### config.mk
export PLATFORM = sky130hd
export DESIGN_NAME = lpgtf_isqrt
export DESIGN_NICKNAME = d
export VERILOG_FILES = /design/src/hdl/lpgtf_pkg.sv /design/src/hdl/lpgtf_isqrt.sv
export SDC_FILE = /design/constraint.sdc
export NUM_CORES = 1
export LEC_CHECK = 0
export BUFFER_PORTS_ARGS = -buffer_cell sky130_fd_sc_hd__buf_4
export CAP_MARGIN = 20
export CORE_UTILIZATION = 55
export DETAILED_ROUTE_END_ITERATION = 16
export GPL_ROUTABILITY_DRIVEN = 0
export GPL_TIMING_DRIVEN = 0
export PLACE_DENSITY = 0.72
export SLEW_MARGIN = 20
export SYNTH_ARGS = -nofsm -noshare
export SYNTH_HDL_FRONTEND = slang
export SYNTH_SLANG_ARGS = --single-unit
### constraint.sdc
create_clock -name aclk -period 7 [get_ports aclk]
set_clock_uncertainty 0.1 [all_clocks]
set_input_delay 1.05 -clock aclk [delete_from_list [all_inputs] [get_ports aclk]]
set_output_delay 1.05 -clock aclk [all_outputs]
set_load 0.01 [all_outputs]
### src/hdl/lpgtf_pkg.sv
`timescale 1ns / 1ps
package lpgtf_pkg;

    // Default coordinate width in bits
    localparam int COORD_WIDTH_DEF = 19;

    // Configuration register indexes
    localparam int CFG_IDX_W = 2;
    localparam logic [CFG_IDX_W-1:0] REG_MIN_RANGE  = 2'd0;
    localparam logic [CFG_IDX_W-1:0] REG_MAX_RANGE  = 2'd1;
    localparam logic [CFG_IDX_W-1:0] REG_MIN_HEIGHT = 2'd2;

    // Reset of the height floor: -5 m in 1/1024 m
    localparam int MIN_HEIGHT_RST = -5120;

    // cos and sin of 0.205 deg in Q30
    localparam logic signed [31:0] COS_Q30  = 32'sd1073734951;
    localparam logic signed [31:0] SIN_Q30  = 32'sd3841759;
    localparam int                 FRAC_BITS = 30;

    // Per-stage control that travels with each word
    typedef struct packed {
        logic valid;
        logic keep;
        logic hzero;
    } lpg_ctl_t;

endpackage

### src/hdl/lpgtf_isqrt.sv
`timescale 1ns / 1ps
// Pipelined integer square root, one root bit per stage.
module lpgtf_isqrt #(
    parameter int W      = lpgtf_pkg::COORD_WIDTH_DEF,
    parameter int SIDE_W = 1
) (
    input  logic                 aclk,
    input  logic                 aresetn,
    input  logic                 en,
    input  lpgtf_pkg::lpg_ctl_t  in_ctl,
    input  logic [2*W-1:0]       in_rad,
    input  logic [SIDE_W-1:0]    in_side,
    output lpgtf_pkg::lpg_ctl_t  out_ctl,
    output logic [W-1:0]         out_root,
    output logic [SIDE_W-1:0]    out_side
);
    import lpgtf_pkg::*;

    lpg_ctl_t          ctl_reg  [W];
    logic [2*W-1:0]    rad_reg  [W];
    logic [W+1:0]      rem_reg  [W];
    logic [W-1:0]      root_reg [W];
    logic [SIDE_W-1:0] side_reg [W];

    for (genvar k = 0; k < W; k++) begin : g_step
        lpg_ctl_t          ctl_in;
        logic [2*W-1:0]    rad_in;
        logic [W+1:0]      rem_in;
        logic [W-1:0]      root_in;
        logic [SIDE_W-1:0] side_in;
        logic [W+1:0]      rem_sh;
        logic [W+1:0]      trial;
        logic [W+1:0]      rem_next;
        logic [W-1:0]      root_next;
        logic [2*W-1:0]    rad_next;
        logic              ge;

        if (k == 0) begin : g_first
            assign ctl_in  = in_ctl;
            assign rad_in  = in_rad;
            assign rem_in  = '0;
            assign root_in = '0;
            assign side_in = in_side;
        end else begin : g_rest
            assign ctl_in  = ctl_reg[k-1];
            assign rad_in  = rad_reg[k-1];
            assign rem_in  = rem_reg[k-1];
            assign root_in = root_reg[k-1];
            assign side_in = side_reg[k-1];
        end

        // Bring down two radicand bits and try the next root bit
        always_comb begin
            rem_sh    = {rem_in[W-1:0], rad_in[2*W-1 -: 2]};
            trial     = {root_in, 2'b01};
            ge        = (rem_sh >= trial);
            rem_next  = ge ? (rem_sh - trial) : rem_sh;
            root_next = {root_in[W-2:0], ge};
            rad_next  = {rad_in[2*W-3:0], 2'b00};
        end

        always_ff @(posedge aclk) begin
            if (!aresetn) begin
                ctl_reg[k] <= '0;
            end else if (en) begin
                ctl_reg[k] <= ctl_in;
            end
        end

        always_ff @(posedge aclk) begin
            if (en) begin
                rad_reg[k]  <= rad_next;
                rem_reg[k]  <= rem_next;
                root_reg[k] <= root_next;
                side_reg[k] <= side_in;
            end
        end
    end

    assign out_ctl  = ctl_reg[W-1];
    assign out_root = root_reg[W-1];
    assign out_side = side_reg[W-1];

endmodule

* Word level (Yosys, flattened, before mapping)
Memories as Yosys holds them, arrays and structs flattened.
Cells that the tools add are included.
** Operators by class
- Add/sub/neg operators :: 19
- $lt $le $gt $ge :: 19
- Muxes and demuxes :: 43
- Bitwise gates (word level) :: 19
** Operators by type and width (count)
- $mux W21 :: 19
- $ge A21 B21 Y1 :: 18
- $sub A21 B21 Y21 :: 18
- $mux W3 :: 19
- $or A1 B1 Y1 :: 19
- $mux W1 :: 5
- $sub A2 B1 Y3 const B :: 1
- $ge A2 B1 Y1 const B :: 1
** Word-level totals
- Flip-flop bits (word level) :: 0
- RAM bits :: 1520
- Bits of input ports :: 45
- Output and inout bits :: 23
- Logic and storage cells :: 105
- Memories :: 5
** Memories
- rad_reg :: words 19, bits a word 36, rd ports 18, clocked after memory_dff 0, write ports 19, RTL line lpgtf_isqrt.sv:20 : logic [2*W-1:0] rad_reg [W];
- rem_reg :: words 19, bits a word 21, rd ports 18, clocked after memory_dff 0, write ports 19, RTL line lpgtf_isqrt.sv:21 : logic [W+1:0] rem_reg [W];
- root_reg :: words 19, bits a word 19, rd ports 19, clocked after memory_dff 0, write ports 19, RTL line lpgtf_isqrt.sv:22 : logic [W-1:0] root_reg [W];
- ctl_reg :: words 19, bits a word 3, rd ports 19, clocked after memory_dff 0, write ports 19, RTL line lpgtf_isqrt.sv:19 : lpg_ctl_t ctl_reg [W];
- side_reg :: words 19, bits a word 1, rd ports 19, clocked after memory_dff 0, write ports 19, RTL line lpgtf_isqrt.sv:23 : logic [SIDE_W-1:0] side_reg [W];

* Logic depth before layout (Yosys ltp)
- Depth after elaboration :: 4
- Depth in mapped cells :: 12
- Depth with buffers taken out :: 11

* Worst setup path before layout
OpenSTA, ideal clock, no wires.
- Kind :: in2reg
- Start point :: input en
- End point :: memory ctl_reg[0][0] (netlist bit) (enable)
- Setup time :: 424 ps
- Arrival time :: 2695 ps
- Data required time :: 6476 ps
- Setup slack :: 3781 ps
- Cell stages on the path :: 2
- Buffers on the path :: 1
- Path through :: clkbuf_1 -> nand2b_1
** RTL lines
- from (decl) :: RTL line lpgtf_isqrt.sv:9 : input logic en,
- to (decl) :: RTL line lpgtf_isqrt.sv:19

==> results.json <==
{
  "status": "finished, final reports clean",
  "leakagePower_uw": 0.0183,
  "syn_area_per_cell_sq_um": 13.6,
  "synth_top_cell_by_area": "edfxtp_1",
  "synth_top_family_by_area": "simple AND/OR/NAND/NOR gates",
  "setup_viol": 0,
  "synth_cells": 3096,
  "row_count": 101,
  "async_flop_share": 0,
  "cts_hold_buf": 0,
  "synth_seq_cells": 928,
  "power_density_mw_per_mm2": 307,
  "fin_util": 0.622,
  "clk_path_buf_depth": 3,
  "grt_pass1_wl_um": 120000,
  "fmax_mhz": 271,
  "period_minus_slack_ns": 3.69,
  "fin_ws_ns": 3.31,
  "die_area_sq_mm": 0.0776,
  "min_path_type": "reg2reg",
  "ir_worst_vdd_uv": 231,
  "critPathLaunchType": "register",
  "slew_headroom": 0.365,
  "grt_pass1_vias": 24760,
  "synthTopCellsByArea": "edfxtp_1 (66%), ha_1 (6.2%), xnor2_1 (2.8%)",
  "synth_adder_area_share": 0.0625,
  "grt.total_usage": 0.190,
  "critical_path_arrival_ns": 4.03,
  "num_vias": 24726,
  "tritoncts": "done",
  "dp_cells": 4149,
  "critPathSlowestCell": "nor3_1",
  "dpl_worst_slack_ns": 3.00,
  "max_stage_delay_ns": 0.60,
  "cts_inserted_buffers": 97,
  "hpwlAfterDp_um": 52000,
  "first_pass_iters": 6,
  "drive_gt1_frac": 0.0983,
  "nFillCells": 5579,
  "antenna_left": 0,
  "design_area_sq_mm": 0.0472,
  "largest_reg_flops": 342,
  "synth_area_sq_mm": 0.0421,
  "yosys.area_share.simple": 0.103,
  "synth_compound_area_frac": 0.0840,
  "post_cts_buffers": 0,
  "io_pins": 68,
  "start_util": 0.555,
  "drt_wl_total_um": 73600,
  "clock_latency_ns": 0.69,
  "die_h_um": 279,
  "required_ns": 7.34,
  "syn2layout_area_growth_pct": 12.2,
  "synth-edff-count": 928,
  "worst_setup_path_end_kind": "register",
  "cts_sinks": 928,
  "htree_levels": 3,
  "antenna_found_initial": 1,
  "synth_xor_xnor_area_share": 0.0469,
  "wl_per_cell_um": 17.0,
  "die_w_um": 279,
  "worst_slew_pin_slew_ns": 0.928,
  "vias_per_cell": 5.72,
  "synth_ff_type": "edfxtp_1",
  "fin_cells": 4324,
  "critPathKind": "reg2reg",
  "postCtsResizedCells": 0,
  "drc_errors": 0,
  "synthMuxAreaShare": 0.0103,
  "cts_root_buf": "clkbuf_16",
  "io_buffers": 66,
  "worstPathCellList": "inv_1 > ha_1 > nand2b_1 > a211oi_1 > nor3_1 > o21ai_0 > o41ai_1 > o21ai_0 > xor2_1 > mux2_2",
  "worstPathMaxFanout": 4,
  "fin_nets": 3525,
  "ys_seq_area_frac": 0.663,
  "cap_violations": 0,
  "mappedNetlistNets": 3351,
  "core_sq_mm": 0.0758,
  "initialDrtViolationCount": 1940,
  "fin_crit_sh": 0.527,
  "slew_violations": 0,
  "ys_types": 90,
  "grt_max_degree": 112,
  "place_area_sq_mm": 0.0440,
  "hold_violations": 0,
  "synth_top_area_frac": 0.663,
  "antenna_cells": 0,
  "yosysWarnings": 0,
  "path_common_cell": "o21ai_0",
  "rsz0062_at_grt": "false",
  "grt-ovfl-total": 0,
  "clk_pin_slew_ns": 0.06
}
## cells by family (layout without fill, tap and decap cells)
family,Yosys count,count (layout)
xor gates and xnor gates,225,225
muxes,39,39
AOI/OAI and AO/OA,553,553
buffers and inverters,330,580
and+or+nand+nor,810,810
DFF,928,928
other,1,1
adders and majority gates,210,210
## routing by layer
metal | global-route usage | wire, um | vias to the layer above
li1 | - | - | 11856
met2 | 0.321 | 35700 | 707
met1 | 0.247 | 31800 | 11977
met4 | 0.0719 | 2320 | 2
met3 | 0.0333 | 3820 | 184
met5 | 0 | 11 | -
## cell usage in the layout, fill, tap and decap left out, types with 44 or more instances in the layout
cell         n
xnor2_1    134
edfxtp_1   928
nor2_1     161
xor2_1      91
buf_4       69
nand2_1    179
ha_1       210
inv_1      277
a21oi_1    146
clkbuf_16   97
clkbuf_1    44
o21a_1      46
o21ai_0    142
nand3_1     54
and3_1      77
nor3_1      62
## synth_stat cells (13+ instances only)
| cell type | n |
|---|---|
| edfxtp_1 | 928 |
| inv_1 | 277 |
| ha_1 | 210 |
| nand2_1 | 179 |
| nor2_1 | 161 |
| a21oi_1 | 146 |
| o21ai_0 | 142 |
| xnor2_1 | 134 |
| xor2_1 | 91 |
| and3_1 | 77 |
| nor3_1 | 62 |
| nand3_1 | 54 |
| o21a_1 | 46 |
| nand2b_1 | 42 |
| a21o_1 | 39 |
| nor2b_1 | 39 |
| nand4_1 | 34 |
| nor4_1 | 33 |
| mux2_2 | 31 |
| clkbuf_1 | 25 |
| o31ai_1 | 23 |
| or3_1 | 23 |
| buf_2 | 20 |
| a211oi_1 | 19 |
| o21ai_1 | 18 |
| o21bai_1 | 17 |
| and2_1 | 16 |
| or2_2 | 16 |
| a31oi_1 | 15 |
| or4_1 | 13 |
## final cells by class
class                      instances  area, sq um  share of cell area
multi-input combinational       1838        12900               0.274
tap                              978         1220              0.0259
buffer                            51          239             0.00507
inverter                         279         1050              0.0222
clock buffer                     116         2500              0.0530
sequential                       928        27900               0.591
clock inverter                    59          637              0.0135
timing repair buffer              75          751              0.0159
## power by group
part           internal [uW]  switching, uW
Clock                   2890           2100
Combinational            998           1300
Sequential              6880            324
## through the flow
| stage | TNS, ns | hold slack, ns | total power (uW) |
|---|---|---|---|
| 4_1_cts | 0 | 0.303 | 14600 |
| 3_5_place_dp | 0 | 0.305 | 9580 |
| 6_report | 0 | 0.293 | 14500 |
| 5_1_grt | 0 | 0.320 | 15100 |
| 3_3_place_gp | -2245.08 | 0.301 | 9490 |
| 2_1_floorplan | 0 | 0.300 | 8880 |
## final timing paths
kind	start	endpoint	slack [ns]	depth (start not counted)
min	root_reg[11][7]	root_reg[12][8]	0.29	0
max	rad_reg[16][35]	rem_reg[17][18]	3.31	10
max reg2reg	rad_reg[16][35]	rem_reg[17][18]	3.31	10
min reg2reg	root_reg[11][7]	root_reg[12][8]	0.29	0
## critical path: cells and delay by family, from the launching register on
family                     cells  cell delay [ns]
DFF                            1             0.53
and+or+nand+nor                2             0.73
AOI/OAI and AO/OA              4             1.25
buffers and inverters          1             0.17
xor gates and xnor gates       1             0.18
muxes                          1             0.26
adders and majority gates      1             0.20
Power figures use the tool's default switching activity.
