$ cat src/hdl/lpgtf_pkg.sv
`timescale 1ns / 1ps
package lpgtf_pkg;

    // Default coordinate width in bits
    localparam int COORD_WIDTH_DEF = 19;

    // Configuration register indexes
    localparam int CFG_IDX_W = 2;
    localparam logic [CFG_IDX_W-1:0] REG_MIN_RANGE  = 2'd0;
    localparam logic [CFG_IDX_W-1:0] REG_MAX_RANGE  = 2'd1;
    localparam logic [CFG_IDX_W-1:0] REG_MIN_HEIGHT = 2'd2;

    // Reset of the height floor: -5 m in 1/1024 m
    localparam int MIN_HEIGHT_RST = -5120;

    // cos and sin of 0.205 deg in Q30
    localparam logic signed [31:0] COS_Q30  = 32'sd1073734951;
    localparam logic signed [31:0] SIN_Q30  = 32'sd3841759;
    localparam int                 FRAC_BITS = 30;

    // Per-stage control that travels with each word
    typedef struct packed {
        logic valid;
        logic keep;
        logic hzero;
    } lpg_ctl_t;

endpackage

$ cat src/hdl/lpgtf_rot.sv
`timescale 1ns / 1ps
// Rotation datapath: products, Q30 sums with rounding, then saturation
// into the output register.
module lpgtf_rot #(
    parameter int W = lpgtf_pkg::COORD_WIDTH_DEF
) (
    input  logic                 aclk,
    input  logic                 aresetn,
    input  logic                 en,
    input  lpgtf_pkg::lpg_ctl_t  in_ctl,
    input  logic [W-1:0]         in_x,
    input  logic [W-1:0]         in_y,
    input  logic [W-1:0]         in_z,
    input  logic [W-1:0]         in_h,
    input  logic [W-1:0]         in_qx,
    input  logic [W-1:0]         in_qy,
    input  logic                 in_neg_x,
    input  logic                 in_neg_y,
    output logic                 out_valid,
    output logic [W-1:0]         out_x,
    output logic [W-1:0]         out_y,
    output logic [W-1:0]         out_z
);
    import lpgtf_pkg::*;

    localparam int ACC_W = W + 34;

    lpg_ctl_t                ctl1_reg, ctl2_reg;
    logic signed [ACC_W-1:0] cx_reg, cy_reg, cz_reg, sx_reg, sy_reg, sh_reg;
    logic signed [ACC_W-1:0] cx_next, cy_next, cz_next, sx_next, sy_next, sh_next;
    logic signed [ACC_W-1:0] acc_x_reg, acc_y_reg, acc_z_reg;
    logic signed [ACC_W-1:0] acc_x_next, acc_y_next, acc_z_next;
    logic signed [W:0]       qx_s, qy_s, h_s;
    logic signed [ACC_W-1:0] half;
    logic                    valid_reg;
    logic [W-1:0]            ox_reg, oy_reg, oz_reg;

    // Round down by the Q30 shift, then clamp to the signed coordinate range
    function automatic logic [W-1:0] sat_shift(input logic signed [ACC_W-1:0] acc);
        logic signed [ACC_W-1:0] t;
        logic [W-1:0]            r;
        t = acc >>> FRAC_BITS;
        if (&t[ACC_W-1:W-1] || ~|t[ACC_W-1:W-1]) begin
            r = t[W-1:0];
        end else if (t[ACC_W-1]) begin
            r = {1'b1, {(W-1){1'b0}}};
        end else begin
            r = {1'b0, {(W-1){1'b1}}};
        end
        return r;
    endfunction

    // Signed quotients and the horizontal distance
    always_comb begin
        qx_s = in_neg_x ? -$signed({1'b0, in_qx}) : $signed({1'b0, in_qx});
        qy_s = in_neg_y ? -$signed({1'b0, in_qy}) : $signed({1'b0, in_qy});
        h_s  = $signed({1'b0, in_h});
        half = ACC_W'(1) <<< (FRAC_BITS - 1);
    end

    // Stage one: products, sine terms dropped when the horizontal distance is zero
    always_comb begin
        cx_next = ACC_W'(COS_Q30) * ACC_W'($signed(in_x));
        cy_next = ACC_W'(COS_Q30) * ACC_W'($signed(in_y));
        cz_next = ACC_W'(COS_Q30) * ACC_W'($signed(in_z));
        sx_next = in_ctl.hzero ? '0 : ACC_W'(SIN_Q30) * ACC_W'(qx_s);
        sy_next = in_ctl.hzero ? '0 : ACC_W'(SIN_Q30) * ACC_W'(qy_s);
        sh_next = in_ctl.hzero ? '0 : ACC_W'(SIN_Q30) * ACC_W'(h_s);
    end

    // Stage two: sums with the rounding half
    always_comb begin
        acc_x_next = cx_reg - sx_reg + half;
        acc_y_next = cy_reg - sy_reg + half;
        acc_z_next = cz_reg + sh_reg + half;
    end

    always_ff @(posedge aclk) begin
        if (!aresetn) begin
            ctl1_reg  <= '0;
            ctl2_reg  <= '0;
            valid_reg <= 1'b0;
        end else if (en) begin
            ctl1_reg  <= in_ctl;
            ctl2_reg  <= ctl1_reg;
            valid_reg <= ctl2_reg.valid & ctl2_reg.keep;
        end
    end

    always_ff @(posedge aclk) begin
        if (en) begin
            cx_reg    <= cx_next;
            cy_reg    <= cy_next;
            cz_reg    <= cz_next;
            sx_reg    <= sx_next;
            sy_reg    <= sy_next;
            sh_reg    <= sh_next;
            acc_x_reg <= acc_x_next;
            acc_y_reg <= acc_y_next;
            acc_z_reg <= acc_z_next;
            ox_reg    <= sat_shift(acc_x_reg);
            oy_reg    <= sat_shift(acc_y_reg);
            oz_reg    <= sat_shift(acc_z_reg);
        end
    end

    assign out_valid = valid_reg;
    assign out_x     = ox_reg;
    assign out_y     = oy_reg;
    assign out_z     = oz_reg;

endmodule

$ cat config.mk
export PLATFORM = sky130hd
export DESIGN_NAME = lpgtf_rot
export DESIGN_NICKNAME = d
export VERILOG_FILES = /design/src/hdl/lpgtf_pkg.sv /design/src/hdl/lpgtf_rot.sv
export SDC_FILE = /design/constraint.sdc
export NUM_CORES = 2
export LEC_CHECK = 0
export BUFFER_PORTS_ARGS = -buffer_cell sky130_fd_sc_hd__buf_2
export CAP_MARGIN = 20
export CORE_ASPECT_RATIO = 1.5
export CORE_MARGIN = 3
export CORE_UTILIZATION = 60
export CTS_CLUSTER_DIAMETER = 80
export DETAILED_ROUTE_END_ITERATION = 8
export HOLD_SLACK_MARGIN = 0.15
export PLACE_DENSITY_LB_ADDON = 0.05
export SETUP_SLACK_MARGIN = 0.3
export SYNTH_ARGS = -nofsm -noshare
export SYNTH_HDL_FRONTEND = slang
export SYNTH_SLANG_ARGS = --single-unit
$ cat constraint.sdc
create_clock -name aclk -period 9.7 [get_ports aclk]
set_clock_uncertainty 0.05 [all_clocks]
set_input_delay 0 -clock aclk [delete_from_list [all_inputs] [get_ports aclk]]
set_output_delay 0 -clock aclk [all_outputs]
set_load 0.05 [all_outputs]
# Word level (Yosys, flattened, before mapping)

Index checks and enable logic that the tools add are counted.

Register bits after elaboration: 539
Bits of input ports: 122
Output and inout bits: 58
Word-level logic and storage cells: 52

$add $sub $neg: 8
$mul: 6
Mux-type cells: 8
Bitwise gates (word level): 1
Reductions and logical operators: 12

Operators by type and width:

| operator                                                              | number |
|---|---|
| 53-bit by 31-bit adder with 53-bit output (second input constant)     | 3 |
| 31-bit by 19-bit multiplier with 50-bit output (first input constant) | 3 |
| 19-bit 2-to-1 mux                                                     | 6 |
| 53-bit subtractor                                                     | 2 |
| 23-bit by 20-bit multiplier with 43-bit output (first input constant) | 2 |
| 53-bit adder                                                          | 1 |
| 22-bit by 19-bit multiplier with 41-bit output (first input constant) | 1 |
| 20-bit 2-to-1 mux                                                     | 2 |
| 19-bit negation with 20-bit output                                    | 2 |
| 5-bit AND reduction                                                   | 3 |
| 5-bit OR reduction                                                    | 3 |
| 1-bit zero test                                                       | 3 |
| 1-bit logical OR                                                      | 3 |
| 1-bit bitwise AND                                                     | 1 |

# Logic depth before layout (Yosys ltp)

Depth in word-level cells: 4
Gate-level depth with buffers: 33
Gate-level depth less buffers: 32

# Least setup slack after synthesis

Ideal clock, no wire load.

Kind: in2reg
Start point: in in_qx[0]
End point: reg sx_reg[51] (data pin)
Data arrival time: 7.250 ns
Data required time: 9.380 ns
Path slack: 2.130 ns
Stages on the path: 26
Cells stage by stage: inv_1 nand2_1 or4_4 or4_4 and2_1 xor2_1 inv_1 fa_1 inv_1 fa_1 fa_1 fa_1 fa_1 fa_1 inv_1 fa_1 inv_1 ha_1 nand4_1 nor3b_1 a21oi_2 o31ai_2 nand3_1 o41ai_1 o21a_1 nor3_1

Longest elaborated chain between the ends: 3

RTL lines:

| element                                            | line            | text |
|---|---|---|
| start, declared                                    | lpgtf_rot.sv:15 | `input logic [W-1:0] in_qx,` |
| 19-bit negation with 20-bit output                 | lpgtf_rot.sv:55 | `qx_s = in_neg_x ? -$signed({1'b0, in_qx}) : $signed({1'b0, in_qx});` |
| 20-bit 2-to-1 mux (*)                              | lpgtf_rot.sv:55 |  |
| 23-bit by 20-bit multiplier with 43-bit output (*) | lpgtf_rot.sv:66 | `sx_next = in_ctl.hzero ? '0 : ACC_W'(SIN_Q30) * ACC_W'(qx_s);` |
| end signal, assigned                               | lpgtf_rot.sv:95 | `sx_reg <= sx_next;` |
| end, declared                                      | lpgtf_rot.sv:29 | `logic signed [ACC_W-1:0] cx_reg, cy_reg, cz_reg, sx_reg, sy_reg, sh_reg;` |

Mark *: on every way between the ends. The rest lies on a longest branch, timed or not.
A chain may end at the register's enable or synchronous reset.

# Final worst setup path

Start point: in in_qx[0]
End point: reg sx_reg[35] (data pin)

The elaborated chain is that of the path after synthesis.

==> metrics.md <==
| Metric | Value |
|---|---|
| Layout cells sized above 1 | `4.69%` |
| Clock Latency Late Sink | `0.62 ns` |
| CP Launch Point | `in_qx[0]` |
| Largest cells by area after synthesis | `fa_1 (30%), ha_1 (25%), edfxtp_1 (16%)` |
| Slew @ Worst Pin | `0.941 ns` |
| Critical path fanouts, max | `6` |
| Final #Nets | `10.4k` |
| Synthesized cell area | `0.0766 sq mm` |
| Post-CTS resize count | `0` |
| Routability congestion estimate | `0.975` |
| Max incr delay on CP | `0.60 ns` |
| Die footprint | `0.132 sq mm` |
| First-pass GRT wire length | `290000 um` |
| Reg clk slew, reported paths | `0.06 ns` |
| YS warnings | `0` |
| Top cells by count, synth | `inv_1 (1941), ha_1 (1552), fa_1 (1154)` |
| Buffers inserted by post-CTS timing repair | `0` |
| Cts bufs inserted | `43` |
| HPWL after detailed placement | `156000 um` |
| Port Buffers | `179` |
| Die X | `298 um` |
| WL per Instance | `19.0 um` |
| Yosys reg bits | `408` |
| CP endpoint kind | `flop` |
| Row count | `160` |
| Initial Utilization | `60.5%` |
| Cell taking the most area after synthesis | `fa_1` |
| Slowest CP cell | `xor2_1` |
| Status | `complete, no violations` |
| Largest net degree at the start of global routing | `158` |
| Hold Crit Class | `in2reg` |
| # H-tree levels | `2` |
| CTS Root Cell | `clkbuf_16` |
| Post-synth EDFFs | `403` |
| Async S/R FF share, synth | `0%` |
| Core Area | `0.127 sq mm` |
| Syn_nets | `10.2k` |
| DRC Markers | `0` |
| Die Height | `444 um` |
| Worst r2r src | `cx_reg[10]` |
| Layout area overhead | `6.09%` |
| Setup total negative slack | `0 ns` |
| Relative slew margins | `37.3%` |
| Vias in the first global route | `54.5k` |
| Maximum clock insertion buffer count | `3` |
| Post-synthesis sequential area ratio | `15.9%` |
| Vias/cell | `5.44` |
| Ports | `180` |
| Util after Layout | `64.1%` |
| Fin Hold WS | `0.181 ns` |
| Max-cap violations | `0` |
| Synthesized instance count | `7361` |
| CP Class | `in2reg` |
| Antenna-violating nets left | `0` |
| Via count | `50.5k` |
| Final Max Tran Viols | `0` |
| Crit-path most repeated cell | `inv_1` |
| Top-count cell post-synth | `inv_1` |
| Fmax | `118 MHz` |
| Final wirelength | `177000 um` |
| Final setup fails | `0` |
| Post-synth cell types | `103` |
| Drt pass-1 iters | `5` |
| Total track usage | `27.7%` |
| CTS tree | `done` |
| Antenna violations before repair | `2` |
| Min-Delay Startpoint | `in_qy[18]` |
| RSZ-0062 raised after global routing | `no` |
| Worst Path Required | `10.02 ns` |
| Grt ovf | `0` |
| Final hold violations | `0` |
| Starting DRC count in detailed routing | `2317` |
| Mean area per synthesized cell | `10.4 sq um` |
| Final Cycle Share | `87.0%` |
| WP data arrival | `8.76 ns` |
| Clock Sinks | `408` |
| Final min period | `8.44 ns` |
| Post-synth top area share | `30.2%` |
| CP Launch Type | `input port` |
| Synth Flop Type | `edfxtp_1` |
## what timing repair did
item | in CTS | in global routing
hold buffers | 27 | 0
setup endpoints to repair | 0 | 0
endpoints found under the hold margin | 168 | 0
## per-stage QoR
stage / std cells / cell area [sq um] / setup WS [ns]
4_1_cts: 9295 / 81300 / 1.20
3_3_place_gp: 9188 / 79500 / 1.19
3_5_place_dp: 9189 / 79500 / 1.06
5_1_grt: 9296 / 81300 / 0.677
6_report: 9297 / 81300 / 1.26
2_1_floorplan: 7361 / 76600 / 2.13
## cells by family (layout without fill, tap and decap cells)
kind of cell / count (synthesis) / after routing / synth area share (%)
other: 0 / 2 / 0
flip-flops: 408 / 408 / 15.9
adder cells (fa/ha/maj): 2706 / 2706 / 55.5
multiplexers: 12 / 12 / 0.165
AO/OA/AOI/OAI: 1061 / 1061 / 9.33
XOR/XNOR: 316 / 316 / 3.61
AND/OR/NAND/NOR: 846 / 846 / 5.59
buffers and inverters: 2012 / 2245 / 9.87
## worst paths after layout
check / endpoint / slack, ns / cells past startpoint
worst min register to register: out_valid / 0.43 / 2
worst min-delay path: sy_reg[51] / 0.18 / 5
worst max register to register: acc_x_reg[46] / 5.78 / 12
worst max-delay path: sx_reg[35] / 1.26 / 31
## placed cells by master (no fill, tap or decap), types with 159 or more instances in the layout
master / netlist / layout
fa_1: 1154 / 1154
a21oi_1: 285 / 285
inv_1: 1941 / 1941
a21o_1: 259 / 259
edfxtp_1: 403 / 403
nand2_1: 159 / 159
ha_1: 1552 / 1552
buf_2: 1 / 177
nor2_1: 259 / 259
xnor2_1: 206 / 206
## layer usage
layer,track usage (%),part of all wire [%]
met1,36.6,43
met2,49.2,50
met3,2.27,3.6
met4,7.77,3.1
met5,0,0
## worst max-delay path, delay by kind of cell
kind            cells  cell delay (ns)
compound gates      7             1.38
xor+xnor            1             0.60
fa+ha+maj           8             3.47
buf+inv             9             1.38
mux                 1             0.35
simple gates        5             1.57
## final cells by class
type                    instances  area, sq um
multi-input cells            4941        56800
fillers                     10600        45400
flip-flops and latches        408        12200
inverters                    1943         7300
well taps                    1701         2130
repair buffers                223         1330
clock buffers                  49         1120
clock inverters                30          350
diodes                          2         5.00
Power is left out: the tool's default activity adds up to more than one toggle a clock period on the data nets, which glitch-free logic cannot reach.
