## src/hdl/lpgtf_pkg.sv

```systemverilog
`timescale 1ns / 1ps
package lpgtf_pkg;

    // Default coordinate width in bits
    localparam int COORD_WIDTH_DEF = 19;

    // Configuration register indexes
    localparam int CFG_IDX_W = 2;
    localparam logic [CFG_IDX_W-1:0] REG_MIN_RANGE  = 2'd0;
    localparam logic [CFG_IDX_W-1:0] REG_MAX_RANGE  = 2'd1;
    localparam logic [CFG_IDX_W-1:0] REG_MIN_HEIGHT = 2'd2;

    // Reset of the height floor: -5 m in 1/1024 m
    localparam int MIN_HEIGHT_RST = -5120;

    // cos and sin of 0.205 deg in Q30
    localparam logic signed [31:0] COS_Q30  = 32'sd1073734951;
    localparam logic signed [31:0] SIN_Q30  = 32'sd3841759;
    localparam int                 FRAC_BITS = 30;

    // Per-stage control that travels with each word
    typedef struct packed {
        logic valid;
        logic keep;
        logic hzero;
    } lpg_ctl_t;

endpackage

```

## src/hdl/lpgtf_div.sv

```systemverilog
`timescale 1ns / 1ps
// Two-lane pipelined restoring divider, one quotient bit per stage.
// The quotient is known to fit in W bits, so the top half of the
// dividend seeds the partial remainder.
module lpgtf_div #(
    parameter int W      = lpgtf_pkg::COORD_WIDTH_DEF,
    parameter int SIDE_W = 1
) (
    input  logic                 aclk,
    input  logic                 aresetn,
    input  logic                 en,
    input  lpgtf_pkg::lpg_ctl_t  in_ctl,
    input  logic [2*W-1:0]       in_dvd_a,
    input  logic [2*W-1:0]       in_dvd_b,
    input  logic [W-1:0]         in_dvs,
    input  logic [SIDE_W-1:0]    in_side,
    output lpgtf_pkg::lpg_ctl_t  out_ctl,
    output logic [W-1:0]         out_q_a,
    output logic [W-1:0]         out_q_b,
    output logic [SIDE_W-1:0]    out_side
);
    import lpgtf_pkg::*;

    lpg_ctl_t          ctl_reg   [W];
    logic [W-1:0]      dvd_a_reg [W];
    logic [W-1:0]      dvd_b_reg [W];
    logic [W:0]        rem_a_reg [W];
    logic [W:0]        rem_b_reg [W];
    logic [W-1:0]      q_a_reg   [W];
    logic [W-1:0]      q_b_reg   [W];
    logic [W-1:0]      dvs_reg   [W];
    logic [SIDE_W-1:0] side_reg  [W];

    for (genvar k = 0; k < W; k++) begin : g_step
        lpg_ctl_t          ctl_in;
        logic [W-1:0]      dvd_a_in, dvd_b_in, q_a_in, q_b_in, dvs_in;
        logic [W:0]        rem_a_in, rem_b_in;
        logic [SIDE_W-1:0] side_in;
        logic [W:0]        sh_a, sh_b, dvs_ext, rem_a_next, rem_b_next;
        logic [W-1:0]      q_a_next, q_b_next, dvd_a_next, dvd_b_next;
        logic              ge_a, ge_b;

        if (k == 0) begin : g_first
            assign ctl_in   = in_ctl;
            assign dvd_a_in = in_dvd_a[W-1:0];
            assign dvd_b_in = in_dvd_b[W-1:0];
            assign rem_a_in = {1'b0, in_dvd_a[2*W-1:W]};
            assign rem_b_in = {1'b0, in_dvd_b[2*W-1:W]};
            assign q_a_in   = '0;
            assign q_b_in   = '0;
            assign dvs_in   = in_dvs;
            assign side_in  = in_side;
        end else begin : g_rest
            assign ctl_in   = ctl_reg[k-1];
            assign dvd_a_in = dvd_a_reg[k-1];
            assign dvd_b_in = dvd_b_reg[k-1];
            assign rem_a_in = rem_a_reg[k-1];
            assign rem_b_in = rem_b_reg[k-1];
            assign q_a_in   = q_a_reg[k-1];
            assign q_b_in   = q_b_reg[k-1];
            assign dvs_in   = dvs_reg[k-1];
            assign side_in  = side_reg[k-1];
        end

        // Shift in the next dividend bit and subtract where it fits
        always_comb begin
            dvs_ext    = {1'b0, dvs_in};
            sh_a       = {rem_a_in[W-1:0], dvd_a_in[W-1]};
            sh_b       = {rem_b_in[W-1:0], dvd_b_in[W-1]};
            ge_a       = (sh_a >= dvs_ext);
            ge_b       = (sh_b >= dvs_ext);
            rem_a_next = ge_a ? (sh_a - dvs_ext) : sh_a;
            rem_b_next = ge_b ? (sh_b - dvs_ext) : sh_b;
            q_a_next   = {q_a_in[W-2:0], ge_a};
            q_b_next   = {q_b_in[W-2:0], ge_b};
            dvd_a_next = {dvd_a_in[W-2:0], 1'b0};
            dvd_b_next = {dvd_b_in[W-2:0], 1'b0};
        end

        always_ff @(posedge aclk) begin
            if (!aresetn) begin
                ctl_reg[k] <= '0;
            end else if (en) begin
                ctl_reg[k] <= ctl_in;
            end
        end

        always_ff @(posedge aclk) begin
            if (en) begin
                dvd_a_reg[k] <= dvd_a_next;
                dvd_b_reg[k] <= dvd_b_next;
                rem_a_reg[k] <= rem_a_next;
                rem_b_reg[k] <= rem_b_next;
                q_a_reg[k]   <= q_a_next;
                q_b_reg[k]   <= q_b_next;
                dvs_reg[k]   <= dvs_in;
                side_reg[k]  <= side_in;
            end
        end
    end

    assign out_ctl  = ctl_reg[W-1];
    assign out_q_a  = q_a_reg[W-1];
    assign out_q_b  = q_b_reg[W-1];
    assign out_side = side_reg[W-1];

endmodule

```

## config.mk

```make
export PLATFORM = sky130hd
export DESIGN_NAME = lpgtf_div
export DESIGN_NICKNAME = d
export VERILOG_FILES = /design/src/hdl/lpgtf_pkg.sv /design/src/hdl/lpgtf_div.sv
export SDC_FILE = /design/constraint.sdc
export NUM_CORES = 2
export LEC_CHECK = 0
export ABC_AREA = 0
export BUFFER_PORTS_ARGS = -buffer_cell sky130_fd_sc_hd__buf_2
export CORE_MARGIN = 10
export CORE_UTILIZATION = 51
export DETAILED_ROUTE_END_ITERATION = 10
export HOLD_SLACK_MARGIN = 0.05
export PLACE_DENSITY = 0.7
export SYNTH_ARGS = -nofsm -noshare
export SYNTH_HDL_FRONTEND = slang
export SYNTH_SLANG_ARGS = --single-unit
```

## constraint.sdc

```tcl
create_clock -name aclk -period 4.1 [get_ports aclk]
set_input_delay 0 -clock aclk [delete_from_list [all_inputs] [get_ports aclk]]
set_output_delay 0 -clock aclk [all_outputs]
set_load 0.05 [all_outputs]
```

# Yosys cells after proc, flatten, opt, wreduce, memory -nomap -nowiden
# Memory sizes are Yosys's and may differ from the RTL's.
# Index checks and enable logic that the tools add are counted.
op_classes:
  n_addsub: 38
  magnitude_cmp: 38
  n_mux: 62
  bitwise: 19
ops:
  columns: ["operator", "n"]
  rows:
  - ["$ge A20 B19 Y1", 38]
  - ["$mux W20", 38]
  - ["$sub A20 B19 Y20", 38]
  - ["$mux W3", 19]
  - ["$or A1 B1 Y1", 19]
  - ["$mux W1", 5]
word_totals:
  register_bits: 0
  mem_bits_rw: 2603
  in_bits: 102
  out_inout_bits: 42
  elab_cells: 166
  memories: 9
memory_table:
  columns: ["memory", "words", "width", "rd", "rd_ports_with_merged_regs", "write_ports", "line_no", "rtl"]
  rows:
  - ["rem_a_reg", 19, 20, 18, 0, 19, "lpgtf_div.sv:27", "logic [W:0] rem_a_reg [W];"]
  - ["rem_b_reg", 19, 20, 18, 0, 19, "lpgtf_div.sv:28", "logic [W:0] rem_b_reg [W];"]
  - ["dvs_reg", 19, 19, 18, 0, 19, "lpgtf_div.sv:31", "logic [W-1:0] dvs_reg [W];"]
  - ["q_a_reg", 19, 19, 19, 0, 19, "lpgtf_div.sv:29", "logic [W-1:0] q_a_reg [W];"]
  - ["q_b_reg", 19, 19, 19, 0, 19, "lpgtf_div.sv:30", "logic [W-1:0] q_b_reg [W];"]
  - ["dvd_a_reg", 19, 18, 18, 0, 19, "lpgtf_div.sv:25", "logic [W-1:0] dvd_a_reg [W];"]
  - ["3 more memories", null, null, null, null, null, null, null]

# Logic depth before layout (Yosys ltp)
depth:
  word_depth: 4
  mapped_depth: 14

# Worst setup path before layout
# No wires, ideal clock.
synth_path:
  path_type: "register to register"
  start: "mem dvs_reg[5][0] (netlist bit)"
  end: "mem rem_a_reg[6][13] (netlist bit) (data pin)"
  setup_time_ns: 0.260
  t_arrival_ns: 2.863
  slack_ns: 0.978
  stages_incl_launch_ff: 13
  n_path_buf: 1
  path_cell_list: "edfxtp_1 -> ha_1 -> fa_1 -> nand2b_1 -> a21oi_1 -> o22ai_2 -> o21ai_1 -> a2111oi_1 -> nor2_1 -> nor2_1 -> o41ai_1 -> buf_2 -> mux2_2"
synth_lines:
  columns: ["item", "line_no"]
  rows:
  - ["start, declared", "lpgtf_div.sv:31"]
  - ["end, declared", "lpgtf_div.sv:27"]

==> impl_metrics.tcl <==
set metrics [dict create \
    status "finished clean" \
    cts_buffer_depth 3 \
    fmax_mhz 251 \
    drt.antenna.violating_nets 0 \
    arrival_ns 4.57 \
    crit_family "buffers and inverters" \
    async_reset_ff_frac 0 \
    start_util 0.513 \
    path_class "input pin to register" \
    path_cells "dlygate4sd3_1 > buf_2 > inv_1 > ha_1 > nor2b_1 > o21ai_1 > a21boi_1 > o31a_1 > a2111oi_2 > buf_4 > nor4_1 > or4_1 > buf_6 > nor2_1 > dlygate4sd3_1 > a21oi_1 > dlygate4sd3_1" \
    place_inst 10397 \
    path_common_cell "dlygate4sd3_1" \
    worstPathBufferInverterCount 7 \
    numCtsBuffers 193 \
    drc 0 \
    leakage_nw 43.7 \
    end_kind "register" \
    hold_class "input pin to register" \
    vias 62820 \
    numPortBuffers 143 \
    tightest_slew_ns 1.25 \
    drv_slew 0 \
    drive_gt1_frac 0.119 \
    syn2layout_area_growth_pct 14.0 \
    synth.lib_cells_used.distinct 93 \
    peakVddDrop_mv 0.500 \
    antenna_found_initial 3 \
    synth-main-ff-cell "edfxtp_1" \
    vias_per_cell 5.71 \
    period_needed_ns 3.98 \
    final_cells 11004 \
    coreArea_um2 188000 \
    grt_pass1_vias 63110 \
    cp.required_ns 4.69 \
    yosysWarningCount 0 \
    wl_um 232000 \
    synth_area_leaders "edfxtp_1 (57%), ha_1 (9.4%), mux2_2 (4.1%)" \
    cp_max_fo 35 \
    die_height_um 455 \
    synth_edf_count 1824 \
    cts_root_buffer "clkbuf_16" \
    grt_pass1_wl_um 358000 \
    clock_sinks 1824 \
    synth_nets 8651 \
    postSynthAreaPerCell_um2 12.4 \
    fill_cells 15020 \
    worstSetupStartpointType "input pin" \
    ys_seq_elements 1824 \
    critPathMaxStageDelay_ns 0.58 \
    dieArea_um2 207000 \
    hpwlAfterDp_um 175000 \
    fp.dieW_um 455 \
    track_usage 0.220 \
    synth_area_um2 96500 \
    cts_tree "built" \
    maxCapViolCount 0 \
    skew_ns 0.0327 \
    grt_max_degree 181 \
    rows 159 \
    clk_pin_slew_ns 0.06 \
    timing.final.crit_share 0.971 \
    yosysTopAreaCell "edfxtp_1" \
    hold_viol_final 0 \
    io-pin-count 144 \
    yosysSeqAreaShare 0.568 \
    setup_viol 0 \
    relSlewSlack 0.160 \
    synthCells 7791 \
    insertion_delay_ns 0.86 \
    dr.pass1.iters 6 \
    overflow 0 \
    routedWlPerCell_um 21.0 \
    place.gp.congestion 0.943 \
    synth_top_cell_area_share 0.568 \
    slowest_stage "dlygate4sd3_1" \
    drt_first_iter_violations 4753 \
    post-route-util 0.585 \
    htreeDepth 4 \
    powerDensity_nw_per_um2 782 \
    final_nets 9200 \
]
metal layers:
metal	global-route usage	wire length, um	vias to the layer above
met5	0	17	-
met3	0.0280	9120	462
met2	0.384	115000	1534
li1	-	-	30376
met4	0.0924	9940	2
met1	0.275	97200	30446
kinds of logic (layout without fill, tap and decap cells):
kind of cell	after synthesis	after routing	share of synthesized area
AOI/OAI and AO/OA	1928	1928	0.127
DFF	1824	1824	0.568
muxes	409	409	0.0478
xor gates and xnor gates	521	521	0.0473
buffers and inverters	702	1417	0.0279
other	0	3	0
and+or+nand+nor	1649	1649	0.0818
adders and majority gates	758	758	0.101
power breakdown:
| group | switching [mW] | total [mW] | internal, mW |
|---|---|---|---|
| logic | 20.6 | 37.6 | 17.0 |
| clock network | 7.54 | 17.8 | 10.3 |
| registers | 3.28 | 30.7 | 27.4 |
| total | 31.4 | 86.1 | 54.6 |
path summary, 6_finish.rpt:
| path | from | endpoint | slack (ns) | cells after the start |
|---|---|---|---|---|
| worst min register to register | q_a_reg[10][1] | q_a_reg[11][2] | 0.39 | 0 |
| worst max-delay path | in_dvs[2] | rem_b_reg[0][8] | 0.12 | 17 |
| worst min-delay path | in_dvd_a[18] | rem_a_reg[0][0] | 0.17 | 4 |
| worst max register to register | dvs_reg[5][0] | rem_a_reg[6][2] | 0.34 | 12 |
layout by cell type, fill, tap and decap left out, drive strengths merged, types with 98 or more instances in the layout:
| cell | count |
|---|---|
| nand4 | 98 |
| xnor2 | 341 |
| and3 | 104 |
| nor2 | 467 |
| dlygate4sd3 | 237 |
| a21oi | 585 |
| o21ai | 447 |
| ha | 722 |
| nor3 | 112 |
| nand2 | 428 |
| clkbuf | 226 |
| edfxtp | 1824 |
| mux2 | 369 |
| inv | 563 |
| a21o | 244 |
| o21a | 117 |
| xor2 | 180 |
| nor2b | 114 |
| nand3 | 123 |
| buf | 260 |
metrics by stage:
stage	cell area [um2]	TNS (ns)	total power, mW	setup slack (ns)	hold slack, ns
6_report	110000	0	86.1	0.118	0.170
5_1_grt	110000	-0.0857	91.5	-0.0337	0.163
4_1_cts	110000	0	86.3	0.0139	0.0816
3_5_place_dp	101000	0	67.8	0.390	0.178
3_3_place_gp	101000	0	67.2	0.523	0.179
2_1_floorplan	96500	0	56.8	0.978	0.0989
layout make-up:
type                    instances  area (um2)  share of cell area
flip-flops and latches       1824       54800               0.498
well taps                    2495        3120              0.0284
clock inverters               135        1600              0.0146
repair buffers                497        4220              0.0384
multi-input cells            5265       39200               0.356
inverters                     559        2100              0.0191
clock buffers                 226        4970              0.0452
diodes                          3        7.51           0.0000682
worst reg2reg max path: cells and delay by family, from the launching register on:
family / cells / cell delay (ns)
adder cells (fa/ha/maj): 2 / 0.69
AND/OR/NAND/NOR: 3 / 0.48
buffers and inverters: 1 / 0.32
AO/OA/AOI/OAI: 5 / 1.06
flip-flops: 1 / 0.54
multiplexers: 1 / 0.39
cell usage after synthesis, types with 12 or more instances:
cell type / n
a2111oi_0: 18
a211o_1: 16
a211oi_1: 51
a21boi_0: 23
a21o_1: 244
a21oi_1: 585
a31o_2: 20
a31oi_1: 55
and3_1: 103
buf_2: 20
clkbuf_1: 112
edfxtp_1: 1824
fa_1: 36
ha_1: 722
inv_1: 559
mux2_2: 353
mux2_4: 16
mux2i_1: 40
nand2_1: 428
nand2b_1: 67
nand3_1: 123
nand4_1: 98
nor2_1: 465
nor2b_1: 113
nor3_1: 112
nor4_1: 12
o2111ai_1: 12
o211ai_1: 25
o21a_1: 117
o21ai_0: 438
o21bai_1: 83
o22ai_1: 14
o31a_1: 36
o31ai_1: 56
o41ai_1: 14
or2_2: 27
or3_1: 40
xnor2_1: 341
xor2_1: 180
timing repair:
action	4_1_cts	5_1_grt
endpoints found under the setup margin	0	22
hold buffers	236	1
setup buffers	0	6
gates resized for setup	0	6
endpoints found under the hold margin	357	6
Power figures use the tool's default switching activity.
